===== src/design/tcpd_pkg.sv =====
// Shared widths, constants and types of the twelve-channel PDM dimmer.
`default_nettype none
package tcpd_pkg;

	localparam int BYTE_W = 8;
	localparam int ON_W = 12;
	localparam int COUNT_W = 12;
	localparam int MAX_CHANNELS = 16;

	localparam logic [COUNT_W-1:0] RESET_INTERVAL = 12'd180;
	localparam logic [COUNT_W-1:0] INTERVAL_LOW = 12'd200;
	localparam logic [COUNT_W-1:0] INTERVAL_HIGH = 12'd160;
	localparam logic [BYTE_W-1:0] CMP_STEP = 8'd7;
	localparam logic [BYTE_W-1:0] CMP_MSB = 8'h80;
	localparam logic [BYTE_W-1:0] CMP_LOW_MASK = 8'h7F;

	localparam logic MODE_BYTE = 1'b0;
	localparam logic MODE_TICK = 1'b1;

	localparam logic [BYTE_W-1:0] RESET_LEVELS [MAX_CHANNELS] = '{
		8'd0, 8'd255, 8'd0, 8'd255, 8'd0, 8'd0, 8'd0, 8'd0,
		8'd255, 8'd255, 8'd255, 8'd0, 8'd0, 8'd0, 8'd0, 8'd0
	};

	// Timer status towards the top level.
	typedef struct packed {
		logic              fire;
		logic [BYTE_W-1:0] cmp;
		logic [BYTE_W-1:0] cmp_next;
	} tcpd_timer_t;

endpackage
`default_nettype wire


===== src/design/tcpd_cmd_if.sv =====
// Input channel: serial bytes and timer ticks.
`default_nettype none
interface tcpd_cmd_if;
	logic                        valid;
	logic                        ready;
	logic                        mode;
	logic [tcpd_pkg::BYTE_W-1:0] rx_byte;

	modport source (output valid, output mode, output rx_byte, input ready);
	modport sink (input valid, input mode, input rx_byte, output ready);
endinterface
`default_nettype wire


===== src/design/tcpd_res_if.sv =====
// Result channel: channel outputs and compare status.
`default_nettype none
interface tcpd_res_if;
	logic                        valid;
	logic                        ready;
	logic [tcpd_pkg::ON_W-1:0]   channel_on;
	logic                        compare_fired;
	logic [tcpd_pkg::BYTE_W-1:0] compare_level;

	modport source (output valid, output channel_on, output compare_fired,
		output compare_level, input ready);
	modport sink (input valid, input channel_on, input compare_fired,
		input compare_level, output ready);
endinterface
`default_nettype wire


===== src/design/twelve_channel_pdm_dimmer.sv =====
// Throughput: one beat per cycle; the input register and the result register
// form a two-stage pipeline that stalls only while the result is not taken.
// Reset: asynchronous, active low; levels load their default pattern, the
// interval loads 180 and the counter, compare value, held pattern and result valid clear.
`default_nettype none
module twelve_channel_pdm_dimmer #(
	parameter int CHANNELS = 12
) (
	input  wire logic clk,
	input  wire logic arst_n,
	tcpd_cmd_if.sink  cmd,
	tcpd_res_if.source res
);
	import tcpd_pkg::*;

	logic              valid_s1;
	logic              mode_s1;
	logic [BYTE_W-1:0] byte_s1;
	logic              advance;
	logic              step;
	logic              tick;
	logic              fired;
	logic [CHANNELS-1:0] hit;
	logic [CHANNELS-1:0] bits_q;
	logic [CHANNELS-1:0] bits_next;
	logic [MAX_CHANNELS-1:0] wide;
	logic [ON_W-1:0]   on_next;
	logic              res_valid_q;
	logic [ON_W-1:0]   on_q;
	logic              fired_q;
	logic [BYTE_W-1:0] level_q;
	tcpd_timer_t       tst;

	assign advance = !res_valid_q || res.ready;
	assign cmd.ready = !valid_s1 || advance;
	assign step = valid_s1 && advance;
	assign tick = step && (mode_s1 == MODE_TICK);
	assign fired = tick && tst.fire;

	always_ff @(posedge clk or negedge arst_n) begin
		if (!arst_n) begin
			valid_s1 <= 1'b0;
		end else if (cmd.ready) begin
			valid_s1 <= cmd.valid;
		end
	end

	always_ff @(posedge clk) begin
		if (cmd.valid && cmd.ready) begin
			mode_s1 <= cmd.mode;
			byte_s1 <= cmd.rx_byte;
		end
	end

	tcpd_levels #(
		.CHANNELS(CHANNELS)
	) u_levels (
		.clk     (clk),
		.arst_n  (arst_n),
		.wr_en   (step && (mode_s1 == MODE_BYTE)),
		.rx_byte (byte_s1),
		.cmp     (tst.cmp),
		.hit     (hit)
	);

	tcpd_timer u_timer (
		.clk    (clk),
		.arst_n (arst_n),
		.tick   (tick),
		.st     (tst)
	);

	always_comb begin
		bits_next = fired ? hit : bits_q;
		wide = '0;
		wide[CHANNELS-1:0] = bits_next;
		on_next = wide[ON_W-1:0];
	end

	always_ff @(posedge clk or negedge arst_n) begin
		if (!arst_n) begin
			bits_q <= '0;
			res_valid_q <= 1'b0;
		end else begin
			if (step) begin
				bits_q <= bits_next;
			end
			if (advance) begin
				res_valid_q <= valid_s1;
			end
		end
	end

	always_ff @(posedge clk) begin
		if (step) begin
			on_q <= on_next;
			fired_q <= fired;
			level_q <= fired ? tst.cmp_next : tst.cmp;
		end
	end

	assign res.valid = res_valid_q;
	assign res.channel_on = on_q;
	assign res.compare_fired = fired_q;
	assign res.compare_level = level_q;

`ifndef SYNTHESIS
	// A serial byte never changes the held output pattern.
	a_byte_keeps_bits: assert property (@(posedge clk) disable iff (!arst_n)
		step && (mode_s1 == MODE_BYTE) |=> $stable(bits_q))
		else $error("output pattern changed on a serial byte");

	// A waiting result always shows the held output pattern.
	a_result_matches_bits: assert property (@(posedge clk) disable iff (!arst_n)
		res_valid_q && !step |-> on_q == wide[ON_W-1:0])
		else $error("result pattern differs from held pattern");

	// With the result register empty the input side never stalls.
	a_empty_takes_input: assert property (@(posedge clk) disable iff (!arst_n)
		!res_valid_q |-> cmd.ready)
		else $error("input stalled with empty result register");

	// The compare value returns to zero only through reset.
	a_cmp_never_zero: assert property (@(posedge clk) disable iff (!arst_n)
		tick && tst.fire |=> tst.cmp != '0)
		else $error("compare value stepped to zero");
`endif

endmodule
`default_nettype wire


===== src/design/tcpd_levels.sv =====
// Channel level store, address/level byte pairing and level compares.
`default_nettype none
module tcpd_levels #(
	parameter int CHANNELS = 12
) (
	input  wire logic                        clk,
	input  wire logic                        arst_n,
	input  wire logic                        wr_en,
	input  wire logic [tcpd_pkg::BYTE_W-1:0] rx_byte,
	input  wire logic [tcpd_pkg::BYTE_W-1:0] cmp,
	output logic [CHANNELS-1:0]              hit
);
	import tcpd_pkg::*;

	localparam int IDX_W = (CHANNELS > 1) ? $clog2(CHANNELS) : 1;

	logic              phase_q;
	logic [BYTE_W-1:0] target_q;
	logic [BYTE_W-1:0] levels_q [CHANNELS];

	always_ff @(posedge clk or negedge arst_n) begin
		if (!arst_n) begin
			phase_q <= 1'b0;
			target_q <= '0;
			for (int i = 0; i < CHANNELS; i++) begin
				levels_q[i] <= RESET_LEVELS[i];
			end
		end else if (wr_en) begin
			if (!phase_q) begin
				target_q <= rx_byte;
				phase_q <= 1'b1;
			end else begin
				// Levels for addresses beyond the last channel are dropped.
				if (target_q < BYTE_W'(CHANNELS)) begin
					levels_q[target_q[IDX_W-1:0]] <= rx_byte;
				end
				phase_q <= 1'b0;
			end
		end
	end

	always_comb begin
		for (int i = 0; i < CHANNELS; i++) begin
			hit[i] = (levels_q[i] >= cmp);
		end
	end

endmodule
`default_nettype wire


===== src/design/tcpd_timer.sv =====
// Tick counter, match interval and interleaved compare sequence.
`default_nettype none
module tcpd_timer (
	input  wire logic           clk,
	input  wire logic           arst_n,
	input  wire logic           tick,
	output tcpd_pkg::tcpd_timer_t st
);
	import tcpd_pkg::*;

	logic [COUNT_W-1:0] count_q;
	logic [COUNT_W-1:0] interval_q;
	logic [BYTE_W-1:0]  cmp_q;
	logic [2:0]         band;
	logic [COUNT_W-1:0] interval_next;
	logic [BYTE_W-1:0]  stepped;
	logic               fire;

	assign fire = (count_q >= interval_q);
	assign band = cmp_q[6:4];

	// Intervals grow with the band in the low half of the sequence and shrink with it in the high half.
	always_comb begin
		if (!cmp_q[7]) begin
			interval_next = INTERVAL_LOW * (COUNT_W'(band) + COUNT_W'(1));
		end else begin
			interval_next = INTERVAL_HIGH * (COUNT_W'(16) - COUNT_W'(band));
		end
	end

	always_comb begin
		stepped = (cmp_q + CMP_STEP) & CMP_LOW_MASK;
		if (cmp_q[7]) begin
			st.cmp_next = (stepped == '0) ? CMP_MSB : stepped;
		end else begin
			st.cmp_next = cmp_q | CMP_MSB;
		end
		st.fire = fire;
		st.cmp = cmp_q;
	end

	always_ff @(posedge clk or negedge arst_n) begin
		if (!arst_n) begin
			count_q <= '0;
			interval_q <= RESET_INTERVAL;
			cmp_q <= '0;
		end else if (tick) begin
			if (fire) begin
				count_q <= '0;
				interval_q <= interval_next;
				cmp_q <= st.cmp_next;
			end else begin
				count_q <= count_q + COUNT_W'(1);
			end
		end
	end

endmodule
`default_nettype wire


===== src/flat_wrapper.sv =====
// flat-port wrapper written by rule: the top's interface ports become plain ports
module twelve_channel_pdm_dimmer_flat import tcpd_pkg::*;
#(
	parameter int CHANNELS = 12
)
  (clk, arst_n, cmd_valid, cmd_mode, cmd_rx_byte, cmd_ready, res_valid, res_channel_on, res_compare_fired, res_compare_level, res_ready);
  tcpd_cmd_if cmd_i ();
  tcpd_res_if res_i ();
  input  wire logic clk;
  input  wire logic arst_n;
  input wire logic [$bits(cmd_i.valid)-1:0] cmd_valid;
  input wire logic [$bits(cmd_i.mode)-1:0] cmd_mode;
  input wire logic [$bits(cmd_i.rx_byte)-1:0] cmd_rx_byte;
  output wire logic [$bits(cmd_i.ready)-1:0] cmd_ready;
  output wire logic [$bits(res_i.valid)-1:0] res_valid;
  output wire logic [$bits(res_i.channel_on)-1:0] res_channel_on;
  output wire logic [$bits(res_i.compare_fired)-1:0] res_compare_fired;
  output wire logic [$bits(res_i.compare_level)-1:0] res_compare_level;
  input wire logic [$bits(res_i.ready)-1:0] res_ready;
  assign cmd_i.valid = cmd_valid;
  assign cmd_i.mode = cmd_mode;
  assign cmd_i.rx_byte = cmd_rx_byte;
  assign cmd_ready = cmd_i.ready;
  assign res_valid = res_i.valid;
  assign res_channel_on = res_i.channel_on;
  assign res_compare_fired = res_i.compare_fired;
  assign res_compare_level = res_i.compare_level;
  assign res_i.ready = res_ready;
  twelve_channel_pdm_dimmer #(.CHANNELS(CHANNELS)) u_core (.clk(clk), .arst_n(arst_n), .cmd(cmd_i), .res(res_i));
endmodule

===== config.mk =====
export PLATFORM = sky130hd
export DESIGN_NAME = twelve_channel_pdm_dimmer_flat
export DESIGN_NICKNAME = d
export VERILOG_FILES = /design/src/design/tcpd_pkg.sv /design/src/design/tcpd_cmd_if.sv /design/src/design/tcpd_res_if.sv /design/src/design/twelve_channel_pdm_dimmer.sv /design/src/design/tcpd_levels.sv /design/src/design/tcpd_timer.sv /design/src/flat_wrapper.sv
export SDC_FILE = /design/constraint.sdc
export NUM_CORES = 1
export LEC_CHECK = 0
export ABC_AREA = 1
export BUFFER_PORTS_ARGS = -buffer_cell sky130_fd_sc_hd__buf_2
export CAP_MARGIN = 0
export CORE_MARGIN = 1
export CORE_UTILIZATION = 55
export CTS_CLUSTER_SIZE = 20
export DETAILED_ROUTE_END_ITERATION = 6
export PLACE_DENSITY = 0.79
export SYNTH_ARGS = -nofsm -noshare
export SYNTH_HDL_FRONTEND = slang
export SYNTH_SLANG_ARGS = --single-unit

===== constraint.sdc =====
create_clock -name clk -period 3.5 [get_ports clk]
set_clock_uncertainty 0.1 [all_clocks]
set_input_delay 0.7 -clock clk [delete_from_list [all_inputs] [get_ports clk]]
set_output_delay 0.7 -clock clk [all_outputs]
set_load 0.01 [all_outputs]

==> impl_metrics.ini, run 1 <==
[outcome]
outcome = finished, final reports clean

[global_route]
grt_usage = 0.255
grt_pass1_wl_um = 36300
use_met1 = 0.335
grt_overflow = 0
grt_pass1_vias = 7452
busiest_layer = met2
antenna_found_initial = 0
grtUsageMet2 = 0.423
grtUsageMet3 = 0.0399
grt_max_degree = 83

[clocking]
path_clk_slew_ns = 0.07
insertion_delay_ns = 0.44
ctsHtreeMaxLevel = 4
ctsResizeCount = 0
clock_path_buffers = 2
cts_root_buffer = clkbuf_16
cts_tree = yes
postCtsHoldBufs = 0
numClockSinks = 179
post_cts_buffers = 0
numCtsBuffers = 17

[setup_path]
r2r_slack_ns = 0.79
cp_max_fo = 19
crit_chain = inv_1, buf_4, nand3_1, ha_1, ha_1, inv_1, fa_1, nand2_1, inv_1, o21ai_0, nand2_1, nand2_1, o21ai_0
cp-start-kind = flop
end_kind = flop
reg2regPathDepth = 13
worstSetupPathType = reg2reg
critPathSlowestCell = dfrtp_1
r2r_end = u_core.u_timer.interval_q[10]
timing.rr.start = u_core.u_timer.cmp_q[4]
critPathTopFamily = adder cells
crit_arrival_ns = 2.90
cp.required_ns = 3.69
slowest_delay_ns = 0.50
crit_buf_inv = 4

[yosys]
ys_top_cells_by_count = nand2_1, ha_1, inv_1
synth_cell_types = 36
ys_ff_latch = 179
yosysWarnings = 0
ys_seq_area_frac = 0.471
synthTopCellsByArea = dfrtp_1, ha_1, nand2_1
ys.flop_type = dfrtp_1
syn-mean-instance-area_um2 = 8.81
yosys.area.top_type = dfrtp_1
syn-cell-area_um2 = 9950
synth_edf_count = 30
synthDominantCellAreaShare = 0.264
synthMostInstantiatedCell = nand2_1
syn_inst = 1129
synth_fp_nets = 1269
async_flop_share = 0.832

[power]
power.static_leakage_nw = 5.49
p_total_mw = 8.08
vdd_drop_max_v = 0.000397
powerDensity_nw_per_um2 = 743

[flow_run]
max_cap_violations = 0

[drt]
initialDrtViolationCount = 524
wire_per_inst_um = 15.2
drc = 0
vias_per_cell = 5.41
vias = 7573
drtPass1Iterations = 5
ant_nets = 0
wl_um = 21300

[final_layout]
num_antenna_cells = 0
num-fill-cells = 1445
fin_cells = 1400
synthToLayoutAreaGrowth_pct = 9.42
seq_area_um2 = 4680
final_area_um2 = 10900
layout.nets = 1302
layout-drive-gt1-share = 0.137
multi_input_area_um2 = 4640

[floorplanning]
core_area_um2 = 17500
io_pins = 36
fp.dieH_um = 136
dieArea_um2 = 18600
dieWidth_um = 136
rows = 48
initial_core_util = 0.569

[timing]
slew_viol_final = 0
grt_setup_unrepaired = no
fin_setup_tns_ns = 0
relSlewSlack = 0.471
finalHoldViolCount = 0
setup_viol = 0
max_slew.worst_pin.slew_ns = 0.792
timing.hold.ws_ns = 0.199
min_period_ns = 2.71
max_clock_freq_mhz = 368
min_period_over_period = 0.775

[placement]
placedCellCount = 1368
numPortBuffers = 35
place_area_um2 = 10300
dp_hpwl_um = 14000
gp_congestion = 0.848

[min_path]
hold_path.class = in2async
worst max path at each step:
stage                            startpoint  depth (start not counted)                            end
finish              u_core.u_timer.cmp_q[4]                         13  u_core.u_timer.interval_q[10]
floorplan                         res_ready                          7      u_core.u_timer.count_q[4]
global route        u_core.u_timer.cmp_q[4]                         13  u_core.u_timer.interval_q[10]
CTS                 u_core.u_timer.cmp_q[4]                         13  u_core.u_timer.interval_q[10]
detailed placement  u_core.u_timer.cmp_q[4]                         13  u_core.u_timer.interval_q[10]
global placement    u_core.u_timer.cmp_q[4]                         13  u_core.u_timer.interval_q[10]
stage by stage:
step,setup WS (ns),util
CTS,0.796,0.623
global placement,0.900,0.591
finish,0.786,0.623
floorplan,0.719,-
detailed placement,0.823,0.591
global route,0.569,0.623
area by class of cell:
cell class | count | share of cell area
Sequential cell | 179 | 0.430
Multi-Input combinational cell | 795 | 0.426
Timing Repair Buffer | 44 | 0.0240
Clock inverter | 15 | 0.0114
Tap cell | 225 | 0.0259
Clock buffer | 17 | 0.0391
Inverter | 125 | 0.0433
worst reg2reg max path, stage by stage, from the launching register on:
cell     delay (ns)
dfrtp_1        0.50
inv_1          0.13
buf_4          0.29
nand3_1        0.17
ha_1           0.32
ha_1           0.16
inv_1          0.06
fa_1           0.37
nand2_1        0.09
inv_1          0.04
o21ai_0        0.13
nand2_1        0.07
nand2_1        0.05
o21ai_0        0.09
state kept, by name, summed over array words and instances, names as in the netlist:
| register | count |
|---|---|
| u_core.u_timer.count_q | 12 |
| u_core.u_timer.cmp_q | 8 |
| u_core.bits_q | 12 |
| u_core.res.compare_level | 8 |
| u_core.res.compare_fired | 1 |
| u_core.valid_s1 | 1 |
| u_core.u_levels.target_q | 8 |
| u_core.u_levels.levels_q | 96 |
| u_core.byte_s1 | 8 |
| u_core.u_levels.phase_q | 1 |
| u_core.mode_s1 | 1 |
| u_core.res.channel_on | 12 |
| u_core.u_timer.interval_q | 10 |
| u_core.res.valid | 1 |
layout by cell type, fill, tap and decap left out, drive strengths merged, types with 2 or more instances in the layout:
cell    count
a21oi      37
dfstp      44
dfrtp     105
nand3      39
edfxtp     30
xnor2       2
nand4       6
clkinv     10
a21boi     12
buf        44
nand2     329
nor3       35
nor2       64
clkbuf     17
inv       129
xor2        3
o21ai     136
ha        126
report_power, final:
group          total, mW  switching, mW  internal, mW
combinational       3.33           2.12          1.21
clock               1.80          0.869         0.926
sequential          2.96          0.310          2.65
routing by layer:
metal,up-vias,part of all wire
met5,-,0
met4,0,0.022
met3,38,0.043
met2,183,0.48
met1,3565,0.46
li1,3787,-
cell families after synthesis:
family	count (synthesis)	share of synthesized area
AND/OR/NAND/NOR	474	0.199
AO/OA/AOI/OAI	187	0.100
flip-flops	179	0.471
buffers and inverters	155	0.0634
adder cells (fa/ha/maj)	127	0.161
XOR/XNOR	5	0.00440
other	1	0.000377
multiplexers	1	0.00113
Note: power is estimated with default switching activity, not from simulation.
==> inputs of run 2 (changes only) <==
==> constraint.sdc (replaced) <==
create_clock -name clk -period 2.8 [get_ports clk]
set_clock_uncertainty 0.1 [all_clocks]
set_input_delay 0.56 -clock clk [delete_from_list [all_inputs] [get_ports clk]]
set_output_delay 0.56 -clock clk [all_outputs]
set_load 0.01 [all_outputs]
==> run 2 against run 1 <==
  * Non-clock buffer count is 10 higher
  * Hold slack got worse by 0.0052 ns
  * Via count up 1.5%
  * Critical path depth did not move
  * Utilization increased by 0.77 points
  * Sequential power grew 24%
==> impl_metrics.ini, run 2 (synthesized netlist as in run 1, its figures left out) <==
[final_layout]
largest_reg_flops = 96
layout-drive-gt1-share = 0.143
num_antenna_cells = 0
final_common_cell = nand2_1
final_area_um2 = 11000
fin_cells = 1410
regMostFlops = u_core.u_levels.levels_q
fin_util = 0.631
synthToLayoutAreaGrowth_pct = 10.8
final_cell_mix = nand2_1, ha_1, inv_1
layout.nets = 1312

[setup_path]
r2r_slack_ns = 0.23
crit_arrival_ns = 2.82
end_kind = flop
reg2regPathDepth = 13
cp_max_fo = 21
cp.required_ns = 3.05
worstSetupPathType = reg2reg
cp-start-kind = flop

[floorplanning]
dieArea_um2 = 18600
core_area_um2 = 17500
rows = 48
dieWidth_um = 136
fp.dieH_um = 136
io_pins = 36
initial_core_util = 0.569

[drt]
vias = 7684
vias_per_cell = 5.45
initialDrtViolationCount = 593
drtPass1Iterations = 6
wire_per_inst_um = 15.5
wl_um = 21900
drc = 0
ant_nets = 0

[placement]
placedCellCount = 1377
dp_hpwl_um = 14600
place_area_um2 = 10400
numPortBuffers = 35
gp_congestion = 0.847
post-place-ws_ns = 0.304

[clocking]
insertion_delay_ns = 0.44
numCtsBuffers = 17
ctsHtreeMaxLevel = 4
cts_tree = yes
cts_root_buffer = clkbuf_16
clock_path_buffers = 2
ctsResizeCount = 0
path_clk_slew_ns = 0.07
numClockSinks = 179

[timing]
min_period_over_period = 0.917
finalHoldViolCount = 0
max_clock_freq_mhz = 390
slew_viol_final = 0
max_slew.worst_pin.slew_ns = 0.731
relSlewSlack = 0.512
setup_viol = 0
min_period_ns = 2.57
grt_setup_unrepaired = no
setup_ws_ns = 0.233
timing.hold.ws_ns = 0.194
fin_setup_tns_ns = 0

[power]
power.static_leakage_nw = 5.57
powerDensity_nw_per_um2 = 948
vdd_drop_max_v = 0.000572
p_total_mw = 10.4

[global_route]
grt_pass1_wl_um = 36400
grt_max_degree = 68
antenna_found_initial = 0
grt_overflow = 0
grt_pass1_vias = 7373
grt_usage = 0.257

[flow_run]
max_cap_violations = 0

[outcome]
outcome = finished, final reports clean

[min_path]
hold_path.class = in2reg
whs_path_depth = 1
## run 2: critical path, cell delays in order, from the launching register on
cell	delay [ns]
dfstp_2	0.52
inv_1	0.05
ha_1	0.29
nand2_1	0.05
inv_1	0.08
nand2_1	0.08
nor2_1	0.08
nand2_1	0.07
nand3_2	0.12
nand2_4	0.19
inv_2	0.40
buf_4	0.27
nand3_1	0.08
o21ai_0	0.07
## run 2: final cells by class
cell class,instances,area (um^2)
fillers,1389,6460
inverters,125,472
clock buffers,18,429
well taps,225,282
multi-input cells,795,4640
flip-flops and latches,179,4680
repair buffers,54,339
clock inverters,14,178
## run 2: metal layers
metal / vias to the layer above / share of wire / global-route usage
li1: 3805 / - / -
met3: 39 / 0.037 / 0.0380
met2: 189 / 0.47 / 0.415
met1: 3651 / 0.47 / 0.354
met5: - / 0 / 0
met4: 0 / 0.020 / 0.0877
## run 2: final timing paths
check                                                to                          from
setup / recovery           u_core.u_timer.interval_q[3]  u_core.u_timer.interval_q[7]
hold / removal                        u_core.byte_s1[6]                cmd_rx_byte[6]
setup reg to reg           u_core.u_timer.interval_q[3]  u_core.u_timer.interval_q[7]
hold reg to reg            u_core.u_timer.interval_q[2]  u_core.u_timer.interval_q[2]
max in group asynchronous  u_core.u_levels.levels_q[85]                        arst_n
min in group asynchronous  u_core.u_levels.levels_q[88]                        arst_n
## run 2: what timing repair did
action	in CTS	in global routing
hold buffers	1	0
endpoints found under the hold margin	1	0
setup buffers	0	0
## run 2: where the power goes
group | internal, mW | switching [mW] | leakage, nW
Sequential | 3.31 | 0.354 | 2.16
Clock | 1.42 | 1.05 | 0.296
Combinational | 1.58 | 2.73 | 3.11
